## src/design/iprl_pkg.sv

```systemverilog
// Package for the IPv4 range location lookup: shared types, constants and codes.
// Used by the controller, the datapath, the top level and the checker.
`default_nettype none

package iprl_pkg;

	// Default database size in 32-bit words
	localparam int unsigned MEM_WORDS_DEF = 1048576;

	// Word read address width; covers every record and table word
	localparam int unsigned RADDR_W = 24;

	// Field widths
	localparam int unsigned WADDR_W = 20;
	localparam int unsigned DATA_W  = 32;
	localparam int unsigned BYTE_W  = 23;
	localparam int unsigned LEN_W   = 8;
	localparam int unsigned OFF_W   = 24;

	// Record area layout
	localparam logic [BYTE_W-1:0] RECORD_BIAS  = BYTE_W'(1024);
	localparam logic [BYTE_W-1:0] RECORD_BYTES = BYTE_W'(8);

	// Operation codes on the func field
	localparam logic FUNC_WRITE  = 1'b0;
	localparam logic FUNC_LOOKUP = 1'b1;

	// Configuration register indexes
	localparam logic CFG_INDEX_END   = 1'b0;
	localparam logic CFG_FILE_LENGTH = 1'b1;

	typedef struct packed {
		logic               func;
		logic [WADDR_W-1:0] word_address;
		logic [DATA_W-1:0]  word_data;
		logic [DATA_W-1:0]  ip;
	} req_word_t;

	typedef struct packed {
		logic              found;
		logic [BYTE_W-1:0] text_address;
		logic [LEN_W-1:0]  text_length;
	} rsp_word_t;

	// Controller to datapath commands
	typedef struct packed {
		logic write_word;
		logic lookup_start;
		logic load_pos;
		logic read_word0;
		logic read_word1;
		logic take_record;
		logic next_pos;
		logic emit;
	} ctrl_cmd_t;

	// Datapath to controller status
	typedef struct packed {
		logic pos_in_range;
		logic end_match;
	} dp_status_t;

	typedef enum logic [2:0] {
		ST_IDLE,
		ST_TABLE,
		ST_SCAN,
		ST_REC0,
		ST_REC1,
		ST_FINISH
	} ctrl_state_t;

endpackage

`default_nettype wire

```

## src/design/iprl_ctrl.sv

```systemverilog
// Lookup sequencer for the IPv4 range location lookup.
// Depends on iprl_pkg; drives the datapath through ctrl_cmd_t and reads dp_status_t.
`default_nettype none

module iprl_ctrl (
	input  wire logic                 clk,
	input  wire logic                 arst_n,
	input  wire logic                 start,
	input  wire logic                 func,
	input  wire iprl_pkg::dp_status_t status,
	output iprl_pkg::ctrl_cmd_t       cmd,
	output logic                      busy
);

	iprl_pkg::ctrl_state_t state_q, state_d;

	// State register
	always_ff @(posedge clk or negedge arst_n) begin
		if (!arst_n) begin
			state_q <= iprl_pkg::ST_IDLE;
		end else begin
			state_q <= state_d;
		end
	end

	// Next state and commands
	always_comb begin
		state_d = state_q;
		cmd     = '0;
		busy    = 1'b1;
		unique case (state_q)
			iprl_pkg::ST_IDLE: begin
				busy = 1'b0;
				if (start) begin
					if (func == iprl_pkg::FUNC_LOOKUP) begin
						cmd.lookup_start = 1'b1;
						state_d          = iprl_pkg::ST_TABLE;
					end else begin
						cmd.write_word = 1'b1;
					end
				end
			end
			iprl_pkg::ST_TABLE: begin
				cmd.load_pos = 1'b1;
				state_d      = iprl_pkg::ST_SCAN;
			end
			iprl_pkg::ST_SCAN: begin
				if (status.pos_in_range) begin
					cmd.read_word0 = 1'b1;
					state_d        = iprl_pkg::ST_REC0;
				end else begin
					state_d = iprl_pkg::ST_FINISH;
				end
			end
			iprl_pkg::ST_REC0: begin
				cmd.read_word1 = 1'b1;
				state_d        = iprl_pkg::ST_REC1;
			end
			iprl_pkg::ST_REC1: begin
				if (status.end_match) begin
					cmd.take_record = 1'b1;
					state_d         = iprl_pkg::ST_FINISH;
				end else begin
					cmd.next_pos = 1'b1;
					state_d      = iprl_pkg::ST_SCAN;
				end
			end
			iprl_pkg::ST_FINISH: begin
				cmd.emit = 1'b1;
				state_d  = iprl_pkg::ST_IDLE;
			end
			default: begin
				state_d = iprl_pkg::ST_IDLE;
			end
		endcase
	end

endmodule

`default_nettype wire

```

## config.mk

```make
export PLATFORM = sky130hd
export DESIGN_NAME = iprl_ctrl
export DESIGN_NICKNAME = d
export VERILOG_FILES = /design/src/design/iprl_pkg.sv /design/src/design/iprl_ctrl.sv
export SDC_FILE = /design/constraint.sdc
export NUM_CORES = 1
export LEC_CHECK = 0
export ABC_AREA = 1
export BUFFER_PORTS_ARGS = -buffer_cell sky130_fd_sc_hd__clkbuf_2
export CAP_MARGIN = 10
export CORE_AREA = 2 2 39 41
export DETAILED_ROUTE_END_ITERATION = 10
export DIE_AREA = 0 0 41 43
export PLACE_DENSITY = 0.37
export SYNTH_ARGS = -nofsm -noshare
export SYNTH_HDL_FRONTEND = slang
export SYNTH_SLANG_ARGS = --single-unit
```

## constraint.sdc

```tcl
create_clock -name clk -period 2.4 [get_ports clk]
set_clock_uncertainty 0.05 [all_clocks]
set_input_delay 0.48 -clock clk [delete_from_list [all_inputs] [get_ports clk]]
set_output_delay 0.48 -clock clk [all_outputs]
set_load 0.05 [all_outputs]
```

After elaboration in Yosys (flattened, before gate mapping):

Cells that the tools add are included.

* bits in registers: 3
* input port bits: 6
* logic and storage cells: 28

* equal/unequal tests: 7
* reductions and logical operators: 2
* muxes and demuxes: 18

Operators by type and width (count)
* case mux 3 bit (5 select lines): 1
* two-way mux 3 bit: 4
* two-way mux 1 bit: 10
* equality test 3 x 2 -> 1 bit (second input constant): 2
* equality test 3 bit (second input constant): 2
* two-way mux 2 bit: 3
* != test 2 bit (second input constant): 2
* equality test 3 x 1 -> 1 bit (second input constant): 1
* logical NOT 3 bit: 1
* AND reduction 2 bit: 1

Logic depth before layout (Yosys ltp):

Gate-level depths: netlist (run 1).

* depth after elaboration: 3
* mapped depth: 5
* gate-level depth less buffers: 5

Worst setup path before layout (run 1):

Ideal clock, no wire load.

* path type: register -> output
* start point: reg state_q[0]
* end point: out cmd[7] (netlist name)
* setup slack: 0.366 ns
* cell stages (with the launch flop): 4
* arrival: 1.504 ns
* cell sequence: dfrtp_1 -> nor2_4 -> nand2_2 -> nor3b_2

RTL lines
* from (decl): RTL line iprl_ctrl.sv:15 `iprl_pkg::ctrl_state_t state_q, state_d;`
* from (signal assigned): RTL line iprl_ctrl.sv:20 `state_q <= iprl_pkg::ST_IDLE;`
* from (signal assigned): RTL line iprl_ctrl.sv:22 `state_q <= state_d;`
* to (decl): RTL line iprl_ctrl.sv:11 `output iprl_pkg::ctrl_cmd_t cmd,`

==> flow_summary.yaml, run 1 <==
worst_setup_path:
  cp_cell_sequence: "nor2_4, nand2_2, nor3b_2, clkbuf_2"
  crit_path_max_incr_delay_ns: 0.43
  ff2ff_setup_slack_ns: 1.39
  reg2regPathDepth: 4
  crit_required_ns: 1.87
  r2r_end: "state_q[0]$_DFFE_PN0P_"
  r2r_start: "state_q[0]$_DFFE_PN0P_"
  cpLargestDelayFamily: "flip-flops"
  crit_fanout: 5
  end_kind: "output port"
  start_kind: "register"
  crit_buf_inv: 1
  critPathKind: "reg -> out"
  cp_slowest_cell: "dfrtp_1"
  cp.arrival_ns: 1.35
floorplan:
  die_width_um: 41
  core-area_sq_um: 1380
  row_count: 14
  initial_utilization_pct: 16.5
  die_h_um: 43
  io_pins: 15
  die_area_sq_um: 1760
route:
  drtAntennaViolNets: 0
  avgViaCountPerCell: 3.67
  first_pass_iters: 3
  drtIter0Drc: 2
  wire_per_inst_um: 7.43
  vias: 246
  post-route-drc-count: 0
  drt-total-wl_um: 498
finish:
  final_common_cell: "clkbuf_2"
  fin_nets: 58
  largest_register_ffs: 3
  final_layout_size_suffix_gt1_share_pct: 45.1
  largest_register: "state_q"
  fin_cells: 67
  n_antenna_cell: 0
  mostFrequentLayoutCells: "clkbuf_2, inv_1, nand3_1"
  area_growth_syn_to_layout_pct: 55.5
  reg_top3: "state_q: 3 flops"
global_route:
  grtUsageTotal_pct: 6.63
  grt_pass1_vias: 204
  grt_overflow: 0
  antenna_found_initial: 0
  grt_pass1_wl_um: 759
  grt_start_max_net_pins: 7
cts:
  h-tree-depth: 1
  clockRootBuffer: "clkbuf_4"
  cts_made_buffers: 3
  cts_tree: "done"
  path_clk_slew_ns: 0.03
  post_cts_resized: 0
  clkSinkCount: 3
  insertion_delay_ns: 0.23
  clockBufferDepth: 2
flow_run:
  max_cap_violations: 0
logic_synthesis:
  syn_nets: 38
  yosysWarningCount: 0
  ys_seq_area_share_pct: 33.0
  yosysTopAreaCell: "dfrtp_1"
  synth.area.top_cells: "dfrtp_1, inv_1, nand3_1"
  synth-seq-cells: 3
  syn_area_per_cell_sq_um: 7.12
  synth_area_sq_um: 228
  synth_cell_types: 12
  synthesis.instances: 32
  synth_top_cell_area_share_pct: 33.0
run_status:
  status: "complete, no violations"
timing:
  fin_tns_setup_ns: 0
  slew_headroom_pct: 81.3
  rsz0062_at_grt: "false"
  period_needed_ns: 1.88
  hold_viol: 0
  worst_slew_pin_slew_ns: 0.282
  finalMaxSlewViolations: 0
  post-route-period-util_pct: 78.2
  setup_viol: 0
  fmax_mhz: 533
worst_hold_path:
  hold_depth: 3
  hp-class: "in -> reg"
  min_from: "start"
  hold_end: "state_q[0]$_DFFE_PN0P_"
placed_design:
  placed_cells: 62
  gp_congestion: 0.599
  io_buffer_count: 14
  dp.final_hpwl_um: 429
power_and_ir_drop:
  ir_drop_v: 0.000376
  leakagePower_nw: 0.230
  p_per_area_nw_per_um2: 1470
Yosys cell counts:
cell	number
nor2_1	3
nand3b_1	1
nand3_2	1
nand3_1	6
a21oi_2	1
nand2_2	1
nor2_4	1
nor3b_2	1
inv_1	10
nor2_2	1
dfrtp_1	3
nand2_1	3
worst reg2reg max path, stage by stage, from the launching register on:
cell and delay [ns]:
dfrtp_1 0.43, nor2_4 0.16, nand2_2 0.09, a21oi_2 0.12, nor2_2 0.05
per-layer routing:
layer	vias up	share of wire (%)	global-route usage, %
met5	-	0	0
met4	0	0	8.00
met3	0	7.4	1.57
met2	6	51	9.69
met1	106	42	6.45
li1	134	-	-
worst max-delay path by stage:
stage,startpoint,to,cells after the start
6_report,state_q[0]$_DFFE_PN0P_,cmd[7],4
5_1_grt,state_q[1]$_DFFE_PN0P_,cmd[7],4
4_1_cts,state_q[0]$_DFFE_PN0P_,cmd[7],4
3_5_place_dp,state_q[0]$_DFFE_PN0P_,cmd[7],4
3_3_place_gp,state_q[0]$_DFFE_PN0P_,cmd[7],4
2_1_floorplan,state_q[0]$_DFFE_PN0P_,cmd[7],3
where the power goes:
part           switching [mW]  internal [mW]
registers              0.0357         0.0732
logic                   0.244         0.0811
clock network          0.0248         0.0622
total                   0.304          0.217
timing repair:
action / CTS / global route
setup endpoints to repair: 0 / 0
hold endpoints to repair: 3 / 0
hold buffers: 1 / 0
setup buffers: 0 / 0
logic make-up after synthesis:
group | Yosys count | share of synthesized area (%)
simple gates | 18 | 46.7
compound gates | 1 | 3.85
flops | 3 | 33.0
buf+inv | 10 | 16.5
layout make-up:
class / instances / area [sq um]
repair buffers: 15 / 80.1
fillers: 174 / 1030
flip-flops and latches: 3 / 75.1
well taps: 16 / 20.0
inverters: 10 / 37.5
clock buffers: 4 / 26.3
multi-input cells: 19 / 115
stage by stage:
step	util (%)	instance area (sq um)	setup slack [ns]	power, mW	hold WS [ns]
3_3_place_gp	23.0	318	0.752	0.441	0.231
6_report	25.6	354	0.522	0.521	0.491
3_5_place_dp	23.0	318	0.752	0.439	0.232
4_1_cts	25.6	354	0.497	0.533	0.490
5_1_grt	25.6	354	0.441	0.566	0.502
2_1_floorplan	-	228	0.366	0.370	0.134
Power figures use the tool's default switching activity.
==> run 2, diff against run 1 <==
PLACE_DENSITY = 0.39   (was 0.37)
clock period = 1.55 ns   (was 2.4 ns; I/O delays follow)
==> run 2 against run 1 <==
The run now ends with negative setup slack left. First-iteration DRC count shrank 100%. Combinational power is 140% higher. Cell count up 9.0%. Largest power group unchanged. Non-clock buffer count rose by 6. Register-to-register slack worse by 0.93 ns. Setup slack got worse by 0.56 ns. Power grew 110%. Global-route usage rose by 1.5 points. Sequential share of layout area shrank 5.6 points. Core utilization up 9.8 points. Sequential power grew 47%. Cell area is 38% higher.
==> flow_summary.yaml, run 2 (synthesis gave the netlist of run 1 again) <==
worst_setup_path:
  critPathKind: "reg -> out"
  cpLargestDelayFamily: "simple AND/OR/NAND/NOR gates"
  crit_fanout: 4
  cp.arrival_ns: 1.23
  cp_cell_sequence: "nor2_4, nand2_4, nor3b_4, buf_8"
  crit_required_ns: 1.19
  ff2ff_setup_slack_ns: 0.46
  crit_cells: 4
  end_kind: "output port"
  start_kind: "register"
  r2r_end: "state_q[0]$_DFFE_PN0P_"
  r2r_start: "state_q[1]$_DFFE_PN0P_"
  reg2regPathDepth: 5
  crit_path_max_incr_delay_ns: 0.40
  cp_slowest_cell: "dfrtp_1"
  crit_buf_inv: 1
global_route:
  use_met2_pct: 11.6
  grt_start_max_net_pins: 6
  grt_overflow: 0
  antenna_found_initial: 0
  grt_pass1_vias: 239
  grt_pass1_wl_um: 876
  grt_util_met1_pct: 7.40
  grtUsageTotal_pct: 8.13
  top_usage_layer: "met2"
  use_met3_pct: 3.14
power_and_ir_drop:
  ir_drop_v: 0.000552
  leakagePower_nw: 0.276
  p_per_area_nw_per_um2: 2210
route:
  first_pass_iters: 1
  vias: 282
  drt-total-wl_um: 577
  post-route-drc-count: 0
  wire_per_inst_um: 7.90
  drtAntennaViolNets: 0
  drtIter0Drc: 0
  avgViaCountPerCell: 3.86
finish:
  mostFrequentLayoutCells: "inv_1, clkbuf_2, buf_4"
  area_growth_syn_to_layout_pct: 115
  final_layout_size_suffix_gt1_share_pct: 64.9
  n_antenna_cell: 0
  fin_nets: 64
  largest_register: "state_q"
  largest_register_ffs: 3
  fin_util_pct: 35.4
  reg_top3: "state_q: 3 flops"
placed_design:
  io_buffer_count: 14
  dp.final_hpwl_um: 462
  gp_congestion: 0.586
worst_hold_path:
  min_from: "start"
  hold_depth: 3
  hold_end: "state_q[0]$_DFFE_PN0P_"
  hp-class: "in -> reg"
cts:
  clkSinkCount: 3
  path_clk_slew_ns: 0.04
  clockRootBuffer: "clkbuf_4"
  clockBufferDepth: 2
  h-tree-depth: 1
  cts_tree: "done"
  cts_made_buffers: 3
  insertion_delay_ns: 0.23
timing:
  hold_viol: 0
  finalWorstSetupSlack_ns: -0.0417
  post-route-period-util_pct: 103
  fmax_mhz: 628
  whs_ns: 0.307
  worst_slew_pin_slew_ns: 0.275
  rsz0062_at_grt: "true"
  finalMaxSlewViolations: 0
  slew_headroom_pct: 81.8
  setup_viol: 3
  period_needed_ns: 1.59
floorplan:
  die_width_um: 41
  io_pins: 15
  initial_utilization_pct: 16.5
  die_area_sq_um: 1760
  row_count: 14
  core-area_sq_um: 1380
  die_h_um: 43
run_status:
  violations: "negative setup slack"
  status: "finished, violations left"
flow_run:
  max_cap_violations: 0
-- run 2: cell types whose count changed in the layout (fill, tap and decap cells not counted), moves of 4 or more --
cell	before	now
clkbuf_2	14	6
buf_8	0	5
buf_4	0	6
inv_2	0	4
inv_1	10	6
-- run 2: worst max-delay path by stage --
stage                                 startpoint     end  slack, ns
after floorplan           state_q[0]$_DFFE_PN0P_  cmd[7]      -0.08
after global placement    state_q[2]$_DFFE_PN0P_  cmd[7]       0.05
after CTS                 state_q[1]$_DFFE_PN0P_  cmd[7]      -0.08
after detailed placement  state_q[2]$_DFFE_PN0P_  cmd[7]       0.07
after global routing      state_q[1]$_DFFE_PN0P_  cmd[7]      -0.13
final                     state_q[1]$_DFFE_PN0P_  cmd[7]      -0.04
-- run 2: metal layers --
layer,vias to the layer above,share of wire (%),wire (um)
li1,147,-,-
met3,0,6.2,36
met5,-,0,0
met4,0,0,0
met2,7,56,324
met1,128,37,215
-- run 2: repair_timing --
action / in CTS / in global routing
cloned: 0 / 0
hold buffers: 1 / 0
endpoints found under the setup margin: 7 / 9
pin swaps: 3 / 2
hold endpoints to repair: 3 / 0
setup buffers: 1 / 2
resized for setup: 13 / 17
-- run 2: per-stage QoR --
step / worst slack [ns] / setup TNS [ns] / std cells / cell area, sq um / total power, mW
floorplan: -0.0752 / -0.0752 / 32 / 241 / 0.601
global placement: 0.0495 / 0 / 65 / 354 / 0.770
detailed placement: 0.0663 / 0 / 65 / 354 / 0.766
CTS: -0.0835 / -0.142 / 71 / 447 / 0.995
global route: -0.128 / -0.485 / 73 / 489 / 1.17
finish: -0.0417 / -0.0876 / 73 / 489 / 1.08
-- run 2: area by class of cell --
type	count	area [sq um]
well taps	16	20.0
fillers	156	895
inverters	10	37.5
clock buffers	4	26.3
repair buffers	21	190
multi-input cells	19	139
flip-flops and latches	3	76.3
-- run 2: power by group --
group	internal (mW)	switching [mW]
Combinational	0.323	0.462
Clock	0.0965	0.0405
Sequential	0.115	0.0446
Total	0.534	0.547
-- run 2: worst register-to-register path: stages (launching register included) --
cell	delay, ns
dfrtp_1	0.40
nor2_4	0.16
nand2_4	0.08
buf_4	0.13
a21oi_2	0.11
nor2_2	0.05
==> run 3, diff against run 2 <==
PLACE_DENSITY = 0.37   (was 0.39)
clock period = 1.9 ns   (was 1.55 ns; I/O delays follow)
==> run 3 against run 2 <==
Largest power group unchanged. Routed wire length decreased by 11%. The flow now finishes without violations. Core utilization fell by 9.8 points. Cell count fell by 8.2%. Sequential power fell by 14%. Via count fell by 13%. Sequential share of layout area up 5.6 points.
==> flow_summary.yaml, run 3 (synthesis gave the netlist of run 1 again) <==
power_and_ir_drop:
  comb_power_share_pct: 62.5
  p_seq_share_pct: 20.8
  p_clk_share_pct: 16.8
  intPower_uw: 274
  ir_drop_v: 0.000436
  power.total_uw: 661
  swShare_pct: 58.6
  p_switching_uw: 387
  leakagePower_nw: 0.231
  p_per_area_nw_per_um2: 1870
finish:
  fillCellCount: 164
  mostFrequentLayoutCells: "clkbuf_2, inv_1, nand3_1"
  final_layout_size_suffix_gt1_share_pct: 45.1
  reg_top3: "state_q: 3 flops"
  fin_util_pct: 25.6
  fin_nets: 58
  area_growth_syn_to_layout_pct: 55.5
  largest_register_ffs: 3
  final_common_cell: "clkbuf_2"
  n_antenna_cell: 0
  largest_register: "state_q"
timing:
  slew_headroom_pct: 81.4
  period_needed_ns: 1.77
  finalMaxSlewViolations: 0
  hold_viol: 0
  setup_viol: 0
  fmax_mhz: 564
  worst_slew_pin_slew_ns: 0.280
  whs_ns: 0.385
  post-route-period-util_pct: 93.3
  rsz0062_at_grt: "false"
floorplan:
  io_pins: 15
  row_count: 14
  die_h_um: 43
  die_area_sq_um: 1760
  die_width_um: 41
  core-area_sq_um: 1380
  initial_utilization_pct: 16.5
worst_setup_path:
  cpLargestDelayFamily: "flip-flops"
  critPathKind: "reg -> out"
  crit_fanout: 6
  cp_cell_sequence: "nor2_4, nand2_2, nor3b_2, buf_2"
  cp.arrival_ns: 1.34
  start_kind: "register"
  crit_buf_inv: 1
  crit_required_ns: 1.47
  end_kind: "output port"
  crit_path_max_incr_delay_ns: 0.44
  cp_slowest_cell: "dfrtp_1"
route:
  drtAntennaViolNets: 0
  vias: 245
  wire_per_inst_um: 7.69
  drt-total-wl_um: 515
  avgViaCountPerCell: 3.66
  post-route-drc-count: 0
  first_pass_iters: 3
  drtIter0Drc: 6
cts:
  insertion_delay_ns: 0.23
  path_clk_slew_ns: 0.04
  cts_tree: "done"
  cts_setup_buffers: 0
  h-tree-depth: 1
  clkSinkCount: 3
  clockBufferDepth: 2
  cts_made_buffers: 3
  clockRootBuffer: "clkbuf_4"
flow_run:
  max_cap_violations: 0
global_route:
  grt_pass1_vias: 230
  grtUsageTotal_pct: 7.84
  grt_pass1_wl_um: 917
  antenna_found_initial: 0
  grt_overflow: 0
  grt_start_max_net_pins: 7
placed_design:
  dp.final_hpwl_um: 434
  gp_congestion: 0.598
  io_buffer_count: 14
run_status:
  status: "complete, no violations"
worst_hold_path:
  hp-class: "in -> reg"
==> run 3: layout make-up <==
type,count,area (sq um),area share [%]
Sequential cell,3,75.1,21.2
Multi-Input combinational cell,19,115,32.5
Tap cell,16,20.0,5.65
Timing Repair Buffer,15,80.1,22.6
Clock buffer,4,26.3,7.42
Inverter,10,37.5,10.6
==> run 3: power groups by stage <==
stage	registers (mW)	logic, mW	clock network [mW]
global placement	0.139	0.418	0
detailed placement	0.138	0.416	0
global route	0.143	0.455	0.124
finish	0.137	0.413	0.111
floorplan	0.132	0.336	0
CTS	0.137	0.419	0.118
==> run 3: routing by layer <==
layer,track usage [%],wire length (um),vias up,share of wire [%]
met3,1.57,51,0,9.9
met2,10.3,247,6,48
li1,-,-,134,-
met5,0,0,-,0
met1,9.68,216,105,42
met4,8.00,0,0,0
==> run 3: repair_timing <==
item,4_1_cts,5_1_grt
endpoints found under the setup margin,0,1
resized for setup,0,1
endpoints found under the hold margin,3,0
hold buffers,1,0
==> run 3: path summary, 6_finish.rpt <==
path / start / endpoint / slack (ns) / cells past startpoint
worst max-delay path: state_q[1]$_DFFE_PN0P_ / cmd[7] / 0.13 / 4
worst min-delay path: status[1] / state_q[1]$_DFFE_PN0P_ / 0.38 / 3
worst max register to register: state_q[1]$_DFFE_PN0P_ / state_q[0]$_DFFE_PN0P_ / 0.88 / 4
worst min register to register: state_q[1]$_DFFE_PN0P_ / state_q[2]$_DFFE_PN0P_ / 0.61 / 2
max in group asynchronous: arst_n / state_q[0]$_DFFE_PN0P_ / 1.26 / 2
min in group asynchronous: arst_n / state_q[1]$_DFFE_PN0P_ / 0.43 / 2
==> run 3: per-stage QoR <==
step	TNS [ns]	cells	instance area, sq um	worst slack, ns
floorplan	-0.0661	32	228	-0.0338
global placement	0	62	318	0.349
detailed placement	0	62	318	0.351
finish	0	67	354	0.128
CTS	0	67	354	0.0950
global route	0	67	354	0.00609
==> run 3: worst reg2reg max path: stages (launching register included) <==
cell and delay (ns):
dfrtp_1 0.44, nor2_4 0.14, nand2_2 0.10, a21oi_2 0.13, nor2_2 0.05
